[src/fjrs_pkg.sv]
// Shared constants, types and handshake structs of the feeder jam-reverse stepper.
package fjrs_pkg;

  localparam int ANGLE_BITS = 13;
  localparam int RATE_BASE  = 100;
  localparam int RATE_CLAMP = 12;
  localparam int JAM_MULT   = 3;

  localparam int CUR_W  = 16;
  localparam int THR_W  = 14;
  localparam int STEP_W = 13;
  localparam int MOD_W  = 14;
  localparam int RATE_W = 8;
  localparam int MANG_W = 13;
  localparam int INT_W  = 7;
  localparam int JAM_W  = 10;
  localparam int LOCK_W = INT_W + 2;

  localparam int RB_W  = $clog2(RATE_BASE + 1);
  localparam int SUM_W = ((ANGLE_BITS > STEP_W) ? ANGLE_BITS : STEP_W) + 1;
  localparam int DW_A  = (MOD_W > SUM_W) ? MOD_W : SUM_W;
  localparam int DW_B  = (RB_W > RATE_W) ? RB_W : RATE_W;
  localparam int DIV_W = (DW_A > DW_B) ? DW_A : DW_B;
  localparam int CNT_W = $clog2(DIV_W + 1);

  localparam int IN_BITS  = CUR_W + RATE_W + 1 + MANG_W;
  localparam int IN_W     = ((IN_BITS + 7) / 8) * 8;
  localparam int OUT_BITS = ANGLE_BITS + 3 + INT_W;
  localparam int OUT_W    = ((OUT_BITS + 7) / 8) * 8;

  localparam int CFG_IDX_W  = 2;
  localparam int CFG_DATA_W = 14;

  localparam logic [THR_W-1:0]  THR_RST  = THR_W'(5000);
  localparam logic [STEP_W-1:0] STEP_RST = STEP_W'(1024);
  localparam logic [MOD_W-1:0]  MOD_RST  = MOD_W'(8192);
  localparam logic [INT_W-1:0]  INT_RST  = INT_W'(RATE_BASE);

  typedef enum logic [CFG_IDX_W-1:0] {
    REG_JAM_THR = 2'd0,
    REG_STEP    = 2'd1,
    REG_MOD     = 2'd2
  } cfg_reg_e;

  typedef enum logic {
    OPC_TICK = 1'b0,
    OPC_RATE = 1'b1
  } opcode_e;

  typedef enum logic [2:0] {
    JOB_HOLD,
    JOB_FWD,
    JOB_BACK,
    JOB_LOAD,
    JOB_RATE
  } job_e;

  typedef enum logic [2:0] {
    ST_IDLE,
    ST_LAUNCH,
    ST_WAIT_A,
    ST_WAIT_B,
    ST_DONE
  } state_e;

  typedef struct packed {
    logic accept;
    logic div_start;
    logic phase_b;
    logic save_a;
    logic commit;
  } cmd_t;

  typedef struct packed {
    logic need_div;
    logic need_b;
    logic div_done;
    logic out_free;
  } status_t;

endpackage

[src/fjrs_div.sv]
// Restoring divider, one quotient bit per cycle, shared by all modulo and rate work.
module fjrs_div
  import fjrs_pkg::*;
(
  input  logic             clk_i,
  input  logic             rst_ni,
  input  logic             start_i,
  input  logic [DIV_W-1:0] dividend_i,
  input  logic [DIV_W-1:0] divisor_i,
  output logic             done_o,
  output logic [DIV_W-1:0] quo_o,
  output logic [DIV_W-1:0] rem_o
);

  logic             busy_q, busy_d;
  logic             done_q, done_d;
  logic [CNT_W-1:0] cnt_q, cnt_d;
  logic [DIV_W-1:0] rem_q, rem_d;
  logic [DIV_W-1:0] quo_q, quo_d;
  logic [DIV_W-1:0] den_q, den_d;
  logic [DIV_W:0]   shifted;
  logic [DIV_W:0]   trial;

  always_comb begin
    shifted = {rem_q, quo_q[DIV_W-1]};
    trial   = shifted - {1'b0, den_q};
    busy_d  = busy_q;
    done_d  = 1'b0;
    cnt_d   = cnt_q;
    rem_d   = rem_q;
    quo_d   = quo_q;
    den_d   = den_q;
    if (start_i) begin
      busy_d = 1'b1;
      cnt_d  = CNT_W'(DIV_W);
      rem_d  = '0;
      quo_d  = dividend_i;
      den_d  = divisor_i;
    end else if (busy_q) begin
      if (trial[DIV_W]) begin
        rem_d = shifted[DIV_W-1:0];
        quo_d = {quo_q[DIV_W-2:0], 1'b0};
      end else begin
        rem_d = trial[DIV_W-1:0];
        quo_d = {quo_q[DIV_W-2:0], 1'b1};
      end
      cnt_d = cnt_q - CNT_W'(1);
      if (cnt_q == CNT_W'(1)) begin
        busy_d = 1'b0;
        done_d = 1'b1;
      end
    end
  end

  always_ff @(posedge clk_i or negedge rst_ni) begin
    if (!rst_ni) begin
      busy_q <= 1'b0;
      done_q <= 1'b0;
      cnt_q  <= '0;
    end else begin
      busy_q <= busy_d;
      done_q <= done_d;
      cnt_q  <= cnt_d;
    end
  end

  always_ff @(posedge clk_i) begin
    rem_q <= rem_d;
    quo_q <= quo_d;
    den_q <= den_d;
  end

  assign done_o = done_q;
  assign quo_o  = quo_q;
  assign rem_o  = rem_q;

endmodule

[src/fjrs_datapath.sv]
// Datapath: configuration registers, feed counters, target state, divider and result register.
module fjrs_datapath
  import fjrs_pkg::*;
(
  input  logic                  clk_i,
  input  logic                  rst_ni,
  input  logic                  cfg_valid_i,
  input  logic [CFG_IDX_W-1:0]  cfg_index_i,
  input  logic [CFG_DATA_W-1:0] cfg_data_i,
  input  logic                  s_tuser_i,
  input  logic [IN_W-1:0]       s_tdata_i,
  input  cmd_t                  cmd_i,
  output status_t               status_o,
  output logic                  m_tvalid_o,
  input  logic                  m_tready_i,
  output logic [OUT_W-1:0]      m_tdata_o
);

  logic [THR_W-1:0]      thr_q;
  logic [STEP_W-1:0]     step_q;
  logic [MOD_W-1:0]      mod_q;
  logic [ANGLE_BITS-1:0] target_q, target_d;
  logic [INT_W-1:0]      interval_q, interval_d;
  logic [INT_W-1:0]      free_q;
  logic [JAM_W-1:0]      jam_q;
  logic                  firing_q, firing_d;
  job_e                  job_q;
  logic [MANG_W-1:0]     ang_q;
  logic [RATE_W-1:0]     rate_q;
  logic [DIV_W-1:0]      rem_a_q;
  logic                  m_valid_q;
  logic [OUT_W-1:0]      m_data_q;

  logic signed [CUR_W-1:0]  cur;
  logic signed [CUR_W:0]    cur_x;
  logic signed [CUR_W:0]    thr_x;
  logic                     in_band;
  logic                     jammed;
  logic [LOCK_W-1:0]        lock;
  logic signed [JAM_W:0]    neg_lock;
  logic signed [JAM_W:0]    jam_x;
  logic [INT_W-1:0]         free_n;
  logic [JAM_W-1:0]         jam_n;
  logic                     fwd_hit;
  logic                     back_hit;
  logic [RATE_W-1:0]        rate_in;
  logic                     buf_in;
  logic [RATE_W-1:0]        rate_clamped;
  job_e                     job_in;

  logic [MOD_W-1:0]  m_eff;
  logic [SUM_W-1:0]  sum_fwd;
  logic [DIV_W-1:0]  div_dividend;
  logic [DIV_W-1:0]  div_divisor;
  logic              div_done;
  logic [DIV_W-1:0]  div_quo;
  logic [DIV_W-1:0]  div_rem;
  logic [DIV_W:0]    back_sum;
  logic [DIV_W:0]    back_red;
  logic              fwd_flag;
  logic              back_flag;

  // tick decision
  always_comb begin
    cur      = signed'(s_tdata_i[CUR_W-1:0]);
    cur_x    = (CUR_W+1)'(cur);
    thr_x    = signed'((CUR_W+1)'(thr_q));
    in_band  = (cur_x < thr_x) && (cur_x >= -thr_x);
    jammed   = cur_x > thr_x;
    lock     = LOCK_W'(interval_q) * LOCK_W'(JAM_MULT);
    neg_lock = -signed'((JAM_W+1)'(lock));
    jam_x    = (JAM_W+1)'(signed'(jam_q));
    free_n   = free_q;
    jam_n    = jam_q;
    if (in_band) begin
      if (free_q < interval_q) begin
        free_n = free_q + INT_W'(1);
      end
      jam_n = '1;
    end else if (jammed && (jam_x > neg_lock)) begin
      jam_n = jam_q - JAM_W'(1);
    end
    fwd_hit  = free_n >= interval_q;
    back_hit = !fwd_hit && (signed'((JAM_W+1)'(signed'(jam_n))) <= neg_lock);

    rate_in      = s_tdata_i[CUR_W +: RATE_W];
    buf_in       = s_tdata_i[CUR_W+RATE_W];
    rate_clamped = ((rate_in > RATE_W'(RATE_CLAMP)) && !buf_in) ? RATE_W'(RATE_CLAMP) : rate_in;

    if (s_tuser_i == OPC_TICK) begin
      job_in = fwd_hit ? JOB_FWD : (back_hit ? JOB_BACK : JOB_HOLD);
    end else begin
      job_in = (rate_in == '0) ? JOB_LOAD : JOB_RATE;
    end
  end

  // divider operands
  always_comb begin
    m_eff        = (mod_q == '0) ? (MOD_W'(1) << ANGLE_BITS) : mod_q;
    sum_fwd      = SUM_W'(target_q) + SUM_W'(step_q);
    div_dividend = '0;
    div_divisor  = DIV_W'(m_eff);
    if (cmd_i.phase_b) begin
      div_dividend = DIV_W'(step_q);
    end else begin
      unique case (job_q)
        JOB_FWD:  div_dividend = DIV_W'(sum_fwd);
        JOB_BACK: div_dividend = DIV_W'(target_q);
        JOB_LOAD: div_dividend = DIV_W'(ang_q);
        JOB_RATE: begin
          div_dividend = DIV_W'(RATE_BASE);
          div_divisor  = DIV_W'(rate_q);
        end
        default:  div_dividend = '0;
      endcase
    end
  end

  fjrs_div u_div (
    .clk_i      (clk_i),
    .rst_ni     (rst_ni),
    .start_i    (cmd_i.div_start),
    .dividend_i (div_dividend),
    .divisor_i  (div_divisor),
    .done_o     (div_done),
    .quo_o      (div_quo),
    .rem_o      (div_rem)
  );

  // result
  always_comb begin
    back_sum   = {1'b0, rem_a_q} + (DIV_W+1)'(m_eff) - {1'b0, div_rem};
    back_red   = (back_sum >= (DIV_W+1)'(m_eff)) ? back_sum - (DIV_W+1)'(m_eff) : back_sum;
    target_d   = target_q;
    interval_d = interval_q;
    firing_d   = firing_q;
    fwd_flag   = 1'b0;
    back_flag  = 1'b0;
    unique case (job_q)
      JOB_FWD: begin
        target_d = div_rem[ANGLE_BITS-1:0];
        fwd_flag = 1'b1;
      end
      JOB_BACK: begin
        target_d  = back_red[ANGLE_BITS-1:0];
        back_flag = 1'b1;
      end
      JOB_LOAD: begin
        target_d = div_rem[ANGLE_BITS-1:0];
        firing_d = 1'b0;
      end
      JOB_RATE: begin
        interval_d = div_quo[INT_W-1:0];
        firing_d   = 1'b1;
      end
      default: begin
        target_d = target_q;
      end
    endcase
  end

  always_ff @(posedge clk_i or negedge rst_ni) begin
    if (!rst_ni) begin
      thr_q      <= THR_RST;
      step_q     <= STEP_RST;
      mod_q      <= MOD_RST;
      target_q   <= '0;
      interval_q <= INT_RST;
      free_q     <= '0;
      jam_q      <= '0;
      firing_q   <= 1'b0;
      job_q      <= JOB_HOLD;
      m_valid_q  <= 1'b0;
    end else begin
      if (cfg_valid_i) begin
        unique case (cfg_index_i)
          REG_JAM_THR: thr_q  <= cfg_data_i[THR_W-1:0];
          REG_STEP:    step_q <= cfg_data_i[STEP_W-1:0];
          REG_MOD:     mod_q  <= cfg_data_i[MOD_W-1:0];
          default:     thr_q  <= thr_q;
        endcase
      end
      if (cmd_i.accept) begin
        job_q <= job_in;
        if (s_tuser_i == OPC_TICK) begin
          free_q <= fwd_hit ? '0 : free_n;
          jam_q  <= back_hit ? '1 : jam_n;
        end
      end
      if (cmd_i.commit) begin
        target_q   <= target_d;
        interval_q <= interval_d;
        firing_q   <= firing_d;
        m_valid_q  <= 1'b1;
      end else if (m_tready_i) begin
        m_valid_q  <= 1'b0;
      end
    end
  end

  always_ff @(posedge clk_i) begin
    if (cmd_i.accept) begin
      ang_q  <= s_tdata_i[CUR_W+RATE_W+1 +: MANG_W];
      rate_q <= rate_clamped;
    end
    if (cmd_i.save_a) begin
      rem_a_q <= div_rem;
    end
    if (cmd_i.commit) begin
      m_data_q <= OUT_W'({interval_d, firing_d, back_flag, fwd_flag, target_d});
    end
  end

  assign status_o.need_div = job_q != JOB_HOLD;
  assign status_o.need_b   = job_q == JOB_BACK;
  assign status_o.div_done = div_done;
  assign status_o.out_free = !m_valid_q || m_tready_i;

  assign m_tvalid_o = m_valid_q;
  assign m_tdata_o  = m_data_q;

endmodule

[src/fjrs_ctrl.sv]
// Controller: sequences accept, divider passes and result hand-off for one item.
module fjrs_ctrl
  import fjrs_pkg::*;
(
  input  logic    clk_i,
  input  logic    rst_ni,
  input  logic    s_tvalid_i,
  output logic    s_tready_o,
  input  status_t status_i,
  output cmd_t    cmd_o
);

  state_e state_q, state_d;

  always_ff @(posedge clk_i or negedge rst_ni) begin
    if (!rst_ni) begin
      state_q <= ST_IDLE;
    end else begin
      state_q <= state_d;
    end
  end

  always_comb begin
    state_d    = state_q;
    cmd_o      = '0;
    s_tready_o = 1'b0;
    unique case (state_q)
      ST_IDLE: begin
        s_tready_o = 1'b1;
        if (s_tvalid_i) begin
          cmd_o.accept = 1'b1;
          state_d      = ST_LAUNCH;
        end
      end
      ST_LAUNCH: begin
        if (status_i.need_div) begin
          cmd_o.div_start = 1'b1;
          state_d         = ST_WAIT_A;
        end else begin
          state_d = ST_DONE;
        end
      end
      ST_WAIT_A: begin
        if (status_i.div_done) begin
          if (status_i.need_b) begin
            cmd_o.save_a    = 1'b1;
            cmd_o.div_start = 1'b1;
            cmd_o.phase_b   = 1'b1;
            state_d         = ST_WAIT_B;
          end else begin
            state_d = ST_DONE;
          end
        end
      end
      ST_WAIT_B: begin
        if (status_i.div_done) begin
          state_d = ST_DONE;
        end
      end
      ST_DONE: begin
        if (status_i.out_free) begin
          cmd_o.commit = 1'b1;
          state_d      = ST_IDLE;
        end
      end
      default: begin
        state_d = ST_IDLE;
      end
    endcase
  end

endmodule

[src/feeder_jam_reverse_stepper_unit.sv]
// Top level of the feeder jam-reverse stepper.
//
// Input channel s_axis: tuser carries the opcode (0 tick, 1 fire rate command),
// tdata the current sample, fire rate, buffer flag and measured angle.
// Output channel m_axis: one result item per input item, in order, carrying the
// target angle, the forward and backward step flags, the firing flag and the
// shot interval.
// Configuration channel cfg: index 0 jam threshold, 1 step size, 2 position
// modulus; always ready, write only while no item is in flight.
// A tick that does not step passes from accept through the launch and done
// states to its result, and the next item is taken back in idle. A forward
// step, an angle load or a rate command adds one pass of the shared
// bit-serial divider, which works out 14 quotient bits; a backward step two
// passes. The block works on one item at a time.
// The result register holds a finished item while the receiver stalls, and
// the block takes the next input item meanwhile; it finishes that item and
// then waits for the register to drain.
// Reset brings back the register defaults, target 0, interval 100, counters
// cleared and firing off; no clearing pass is needed.
module feeder_jam_reverse_stepper_unit
  import fjrs_pkg::*;
(
  input  logic                  clk_i,
  input  logic                  rst_ni,
  input  logic                  s_axis_tvalid,
  output logic                  s_axis_tready,
  input  logic                  s_axis_tuser,   // opcode
  // motor_current[15:0], fire_rate[23:16], buffer_enabled[24], measured_angle[37:25], zero
  input  logic [IN_W-1:0]       s_axis_tdata,
  output logic                  m_axis_tvalid,
  input  logic                  m_axis_tready,
  // target_angle[12:0], stepped_forward[13], stepped_back[14], firing_enabled[15],
  // interval_ticks[22:16], zero
  output logic [OUT_W-1:0]      m_axis_tdata,
  input  logic                  cfg_valid_i,
  output logic                  cfg_ready_o,
  input  logic [CFG_IDX_W-1:0]  cfg_index_i,
  input  logic [CFG_DATA_W-1:0] cfg_data_i
);

  cmd_t    cmd;
  status_t status;

  assign cfg_ready_o = 1'b1;

  fjrs_ctrl u_ctrl (
    .clk_i      (clk_i),
    .rst_ni     (rst_ni),
    .s_tvalid_i (s_axis_tvalid),
    .s_tready_o (s_axis_tready),
    .status_i   (status),
    .cmd_o      (cmd)
  );

  fjrs_datapath u_datapath (
    .clk_i       (clk_i),
    .rst_ni      (rst_ni),
    .cfg_valid_i (cfg_valid_i),
    .cfg_index_i (cfg_index_i),
    .cfg_data_i  (cfg_data_i),
    .s_tuser_i   (s_axis_tuser),
    .s_tdata_i   (s_axis_tdata),
    .cmd_i       (cmd),
    .status_o    (status),
    .m_tvalid_o  (m_axis_tvalid),
    .m_tready_i  (m_axis_tready),
    .m_tdata_o   (m_axis_tdata)
  );

endmodule
[config.mk]
export PLATFORM = sky130hd
export DESIGN_NAME = feeder_jam_reverse_stepper_unit
export DESIGN_NICKNAME = d
export VERILOG_FILES = /design/src/fjrs_pkg.sv /design/src/fjrs_div.sv /design/src/fjrs_datapath.sv /design/src/fjrs_ctrl.sv /design/src/feeder_jam_reverse_stepper_unit.sv
export SDC_FILE = /design/constraint.sdc
export NUM_CORES = 1
export LEC_CHECK = 0
export ABC_AREA = 1
export BUFFER_PORTS_ARGS = -buffer_cell sky130_fd_sc_hd__buf_4
export CORE_ASPECT_RATIO = 0.6
export CORE_MARGIN = 2
export CORE_UTILIZATION = 30
export CTS_CLUSTER_SIZE = 24
export DETAILED_ROUTE_END_ITERATION = 16
export PLACE_DENSITY = 0.41
export REMOVE_ABC_BUFFERS = 1
export SYNTH_ARGS = -nofsm -noshare
export SYNTH_HDL_FRONTEND = slang
export SYNTH_SLANG_ARGS = --single-unit
[constraint.sdc]
create_clock -name clk_i -period 8.6 [get_ports clk_i]
set_input_delay 0.86 -clock clk_i [delete_from_list [all_inputs] [get_ports clk_i]]
set_output_delay 0.86 -clock clk_i [all_outputs]
set_load 0.02 [all_outputs]
==> results of run 1 <==
## registers in the layout, summed over array words and instances, names as in the netlist, 3 cells and up
register                count
u_datapath.u_div.cnt_q      4
u_datapath.free_q           7
u_datapath.interval_q       7
u_datapath.thr_q           14
u_datapath.job_q            3
u_datapath.rate_q           8
u_datapath.u_div.den_q     14
u_datapath.mod_q           14
u_datapath.ang_q           13
u_datapath.step_q          13
u_ctrl.state_q              3
u_datapath.jam_q           10
u_datapath.u_div.rem_o     14
u_datapath.u_div.quo_o     14
u_datapath.m_tdata_o       23
u_datapath.rem_a_q         14
u_datapath.target_q        13
## metal layers
layer,part of all wire,vias up
met5,0,-
met4,0.0081,0
met3,0.037,21
met2,0.37,204
met1,0.59,5184
li1,-,5591
## critical path, delay by kind of cell, from the launching register on
| family | cells | cell delay, ns |
|---|---|---|
| fa+ha+maj | 3 | 1.18 |
| flops | 1 | 0.43 |
| compound gates | 7 | 1.83 |
| buf+inv | 5 | 0.45 |
| simple gates | 12 | 2.11 |
## metrics by stage
stage / cells / worst slack [ns] / area [um2] / hold slack [ns] / utilization
after floorplan: 1617 / 3.80 / 13100 / 0.453 / -
after global placement: 2291 / 2.38 / 14600 / 0.469 / 0.335
after detailed placement: 2291 / 2.33 / 14600 / 0.475 / 0.335
after CTS: 2323 / 2.31 / 15200 / 0.337 / 0.348
after global routing: 2323 / 1.50 / 15200 / 0.352 / 0.348
final: 2323 / 2.29 / 15200 / 0.344 / 0.348
## kinds of logic after synthesis
family | after synthesis | synth area share
other cells | 2 | 0.000564
compound gates | 281 | 0.123
simple gates | 662 | 0.213
fa+ha+maj | 149 | 0.149
flops | 192 | 0.389
xor+xnor | 52 | 0.0342
buf+inv | 316 | 0.0918
## final timing paths
| path | startpoint | endpoint | slack (ns) | cells past startpoint |
|---|---|---|---|---|
| hold / removal | rst_ni | u_datapath.u_div.cnt_q[1] | 0.34 | 1 |
| min in group clk_i | u_datapath.mod_q[7] | u_datapath.mod_q[7] | 0.49 | 2 |
| max in group asynchronous | rst_ni | u_datapath.thr_q[13] | 7.00 | 2 |
| hold reg to reg | u_datapath.mod_q[7] | u_datapath.mod_q[7] | 0.49 | 2 |
| setup / recovery | u_datapath.mod_q[1] | u_datapath.m_tdata_o[12] | 2.29 | 27 |
| setup reg to reg | u_datapath.mod_q[1] | u_datapath.m_tdata_o[12] | 2.29 | 27 |
## final cells by class
| cell class | instances | area (um2) |
|---|---|---|
| fillers | 4566 | 28400 |
| repair buffers | 95 | 713 |
| clock buffers | 19 | 433 |
| flip-flops and latches | 192 | 5180 |
| well taps | 579 | 724 |
| clock inverters | 13 | 130 |
| multi-input cells | 1146 | 6940 |
| inverters | 279 | 1050 |
## placed cells by master, fill, tap and decap left out, types with 37 or more instances in the layout
| master | netlist | layout |
|---|---|---|
| a21oi_1 | 65 | 65 |
| buf_4 | 5 | 95 |
| dfrtp_1 | 82 | 82 |
| edfxtp_1 | 86 | 86 |
| ha_1 | 133 | 133 |
| inv_1 | 273 | 273 |
| nand2_1 | 396 | 396 |
| nand3_1 | 79 | 79 |
| nor2_1 | 104 | 102 |
| o21ai_0 | 116 | 116 |
| xor2_1 | 37 | 37 |
==> out/results.tsv, run 1 <==
stage	metric	value	unit
die	Top Ports	89	
worst_setup_path	Critical Path Max Stage Delay	0.63	ns
synth	largest cells by area after synthesis	edfxtp_1 (19%), dfrtp_1 (15%), ha_1 (12%)	
final_layout	Final nets	1942	
synth	most frequent cell after synthesis	nand2_1	
die	Die H	167	um
global_route	first-pass GRT wire length	64300	um
route	initial drt markers	776	
worst_setup_path	CP endpoint kind	flip-flop	
die	starting density of the core	0.306	
route	DRC Markers	4	
clock_network	CTS tree	done	
final_layout	Layout area overhead	13.9	%
clock_network	# resized after CTS	0	
route	Avg WL per Cell	17.5	um
min_path	worst min path class	input pin to asynchronous set/reset pin	
die	Placement Rows	59	
die	Die ar.	46100	um2
synth	post-synthesis sequential area ratio	0.389	
timing	Slew Viols, Final	0	
global_route	largest net degree at the start of global routing	64	
synth	Post-synth EDFFs	86	
place	number of buffers added on ports	84	
worst_setup_path	Startpoint Class	flip-flop	
worst_setup_path	data required time at the worst endpoint	8.78	ns
global_route	grt met3 use	0.0283	
route	via-per-instance ratio	4.74	
run_status	failing checks	DRC	
run_status	status	finished, violations left	
synth	Primary FF master, synth	edfxtp_1	
clock_network	hold-fix buffers at CTS	0	
route	WL final	40600	um
worst_setup_path	Worst Path Max Fanout	14	
synth	Synth top area share	0.194	
timing	Hold Fails Final Rpt	0	
clock_network	clk_lat worst skew	0.46	ns
die	Die W	276	um
clock_network	CTS buffer count	17	
synth	Seq cells post-synth	192	
global_route	grt peak-use layer	met1	
worst_setup_path	WS Path Type	flip-flop to flip-flop	
timing	unrepaired setup endpoints after global routing	false	
die	core area	43600	um2
synth	area leader, netlist	edfxtp_1	
place	GP Congestion	0.861	
timing	final setup fails	0	
timing	FMAX	159	MHz
clock_network	setup repair bufs after CTS	0	
timing	fin crit share	0.733	
route	final antenna-violating net count	0	
clock_network	CTS Buffer Depth	2	
worst_setup_path	CP max stage cell	o41ai_1	
global_route	met2 GRT Util	0.239	
synth	mean post-synth cell area	8.05	um2
synth	list of most frequent post-synthesis cells	nand2_1 (396), inv_1 (273), ha_1 (133), o21ai_0 (116), nor2_1 (104)	
clock_network	Sink Count	192	
timing	setup TNS	0	ns
global_route	GRT overflow	0	
global_route	Tot GR Track Use	0.181	
timing	Rel. slew slack	0.212	
flow_run	Max Cap Viol	0	
route	via count	11000	
global_route	vias in the first global route	10700	
clock_network	H-Tree Level Count	4	
global_route	GRT met1 Usage	0.302	
clock_network	CTS clock-pin slew for the worst setup and hold paths	0.08	ns
synth	Yosys cell types	51	
timing	worst slew pin tran	1.18	ns
synth	Post-Synthesis Cell Area	13300	um2
global_route	initial antenna violation count	0	
timing	Setup Skew	0.0129	ns
worst_setup_path	Worst EP arrival	6.49	ns
synth	ys async rst share	0.479	
synth	Syn Inst Count	1654	
final_layout	layout cells sized above 1	0.103	
timing	fin crit period	6.31	ns
route	1st-pass router iterations	11	
clock_network	Root Buffer	clkbuf_16	
final_layout	antenna cells	0	
place	Post-DP HPWL	31600	um
synth	warnings from Yosys	0	
Power of run 1 is left out: the tool's default activity adds up to more than one toggle a clock period on the data nets, which glitch-free logic cannot reach.
==> run 2, diff against run 1 <==
Settings changed: PLACE_DENSITY 0.41 to 0.43.
Clock period 8.6 ns to 5.7 ns, I/O delays scaled along.
==> run 2 against run 1 <==
  * The flow still finishes with violations (DRC)
  * Cell count increased by 1.3%
  * Die area stayed put
  * Sequential cell count unchanged
  * Global-route usage decreased by 0.38 points
  * Wire length shrank 0.60%
  * Register-to-register slack worse by 1.8 ns
  * Worst hold slack got worse by 0.24 ns
  * Worst setup slack lost 1.8 ns
  * Critical path depth is 6 higher
  * Clock-buffer cell count increased by 2
  * First-iteration DRC count up 8.2%
  * Largest cell class unchanged
==> out/results.tsv, run 2 (synthesis results as in run 1) <==
stage	metric	value	unit	change
run_status	status	finished, violations left		
run_status	failing checks	DRC		
route	Avg WL per Cell	17.1	um	-1.9%
route	WL final	40300	um	-0.60%
final_layout	layout cells sized above 1	0.135		+0.0314
timing	final hold slack	0.103	ns	-0.241 ns
place	number of buffers added on ports	84		unchanged
timing	Rel. slew slack	0.182		-0.0297
die	Top Ports	89		unchanged
final_layout	commonest non-fill, non-tap cell in the layout	nand2_1		
global_route	largest net degree at the start of global routing	55		-14%
timing	Hold Fails Final Rpt	0		unchanged
timing	unrepaired setup endpoints after global routing	false		
die	core area	43600	um2	unchanged
worst_setup_path	Worst Path Max Fanout	11		-3
route	via-per-instance ratio	4.69		-0.89%
final_layout	commonest non-fill, non-tap cells in the layout	nand2_1 (393), inv_1 (270), ha_1 (127), buf_4 (124), o21ai_0 (115)		
final_layout	Final nets	1973		+1.6%
worst_setup_path	most used cell, CP	nand2_1		
worst_setup_path	CP max stage cell	dfstp_2		
global_route	vias in the first global route	10700		+0.20%
worst_setup_path	data required time at the worst endpoint	6.05	ns	-2.73 ns
worst_setup_path	Startpoint Class	flip-flop		
die	Die ar.	46100	um2	unchanged
timing	FMAX	190	MHz	+20%
timing	fin crit period	5.25	ns	-1.06 ns
route	DRC Markers	4		unchanged
timing	Slew Viols, Final	0		unchanged
clock_network	hold-fix buffers at CTS	0		unchanged
global_route	initial antenna violation count	0		unchanged
final_layout	Layout area overhead	17.2	%	
clock_network	clk_lat worst skew	0.46	ns	about the same
clock_network	H-Tree Level Count	4		unchanged
route	initial drt markers	840		+8.2%
final_layout	fin util	0.358		+0.0103
place	Post-DP Area	14800	um2	+1.5%
min_path	worst min path class	input pin to asynchronous set/reset pin		
timing	final setup fails	0		unchanged
die	Die H	167	um	unchanged
die	Placement Rows	59		unchanged
final_layout	antenna cells	0		unchanged
clock_network	CTS buffer count	17		unchanged
die	Die W	276	um	unchanged
global_route	GRT overflow	0		unchanged
timing	Setup Skew	0.0114	ns	-0.00153 ns
flow_run	Max Cap Viol	0		unchanged
final_layout	max reg flops	23		unchanged
route	via count	11000		+0.44%
die	starting density of the core	0.306		unchanged
clock_network	Sink Count	192		unchanged
place	GP Congestion	0.864		+0.42%
worst_setup_path	WS Path Type	flip-flop to flip-flop		
clock_network	CTS clock-pin slew for the worst setup and hold paths	0.08	ns	about the same
global_route	Tot GR Track Use	0.178		-0.00382
worst_setup_path	Critical Path Max Stage Delay	0.56	ns	-0.07 ns
worst_setup_path	CP endpoint kind	flip-flop		
route	final antenna-violating net count	0		unchanged
clock_network	CTS tree	done		
worst_setup_path	worst flop-to-flop path startpoint	u_datapath.interval_q[2]		
clock_network	CTS Buffer Depth	2		unchanged
worst_setup_path	Worst EP arrival	5.60	ns	-0.89 ns
timing	fin crit share	0.921		+0.188
final_layout	final instance area	15600	um2	+3.0%
clock_network	Root Buffer	clkbuf_16		
timing	setup TNS	0	ns	unchanged
timing	worst slew pin tran	1.22	ns	+0.0444 ns
global_route	first-pass GRT wire length	62800	um	-2.4%
route	1st-pass router iterations	11		unchanged
worst_setup_path	CP Launch Point	u_datapath.interval_q[2]		
place	Post-DP HPWL	31800	um	+0.75%
==> run 2: cell types whose count changed in the layout (fill, tap and decap cells not counted), moves of 4 or more <==
cell,change
ha_1,-6
buf_4,+29
clkinvlp_4,-4
ha_4,+6
nand3_1,-6
nand3_2,+5
==> run 2: per-stage QoR <==
step / std cells / setup WS [ns]
after floorplan: 1617 / 0.898
after global placement: 2317 / 0.118
after detailed placement: 2317 / 0.115
after CTS: 2349 / 0.0700
after global routing: 2354 / 0.00446
final: 2354 / 0.450
==> run 2: cell type report <==
class / instances / area, um2
Clock buffer: 21 / 483
Clock inverter: 11 / 88.8
Fill cell: 4580 / 27900
Inverter: 279 / 1050
Multi-Input combinational cell: 1146 / 7120
Sequential cell: 192 / 5180
Tap cell: 579 / 724
Timing Repair Buffer: 126 / 971
==> run 2: path summary, 6_finish.rpt <==
check,cells after the start,endpoint,slack (ns)
worst min-delay path,1,u_datapath.u_div.cnt_q[2],0.10
worst max register to register,33,u_datapath.job_q[1],0.45
worst min register to register,2,u_datapath.mod_q[7],0.49
min in group clk_i,1,u_datapath.ang_q[4],0.29
worst max-delay path,33,u_datapath.job_q[1],0.45
max in group asynchronous,2,u_datapath.target_q[0],4.41
==> run 2: what timing repair did <==
action / CTS / global route
setup buffers: 0 / 5
resized for setup: 0 / 34
endpoints found under the setup margin: 0 / 45
==> run 2: critical path, delay by kind of cell, from the launching register on <==
family	cells	cell delay [ns]
AND/OR/NAND/NOR	19	1.90
AO/OA/AOI/OAI	3	0.77
adder cells (fa/ha/maj)	4	1.23
flip-flops	1	0.56
buffers and inverters	7	0.67
==> run 2: layer usage <==
| layer | track usage | routed length, um | up-vias |
|---|---|---|---|
| met1 | 0.296 | 23600 | 5134 |
| li1 | - | - | 5646 |
| met5 | 0 | 0 | - |
| met4 | 0.0304 | 395 | 0 |
| met3 | 0.0328 | 1930 | 27 |
| met2 | 0.230 | 14400 | 241 |
Power of run 2 is left out for the same reason.
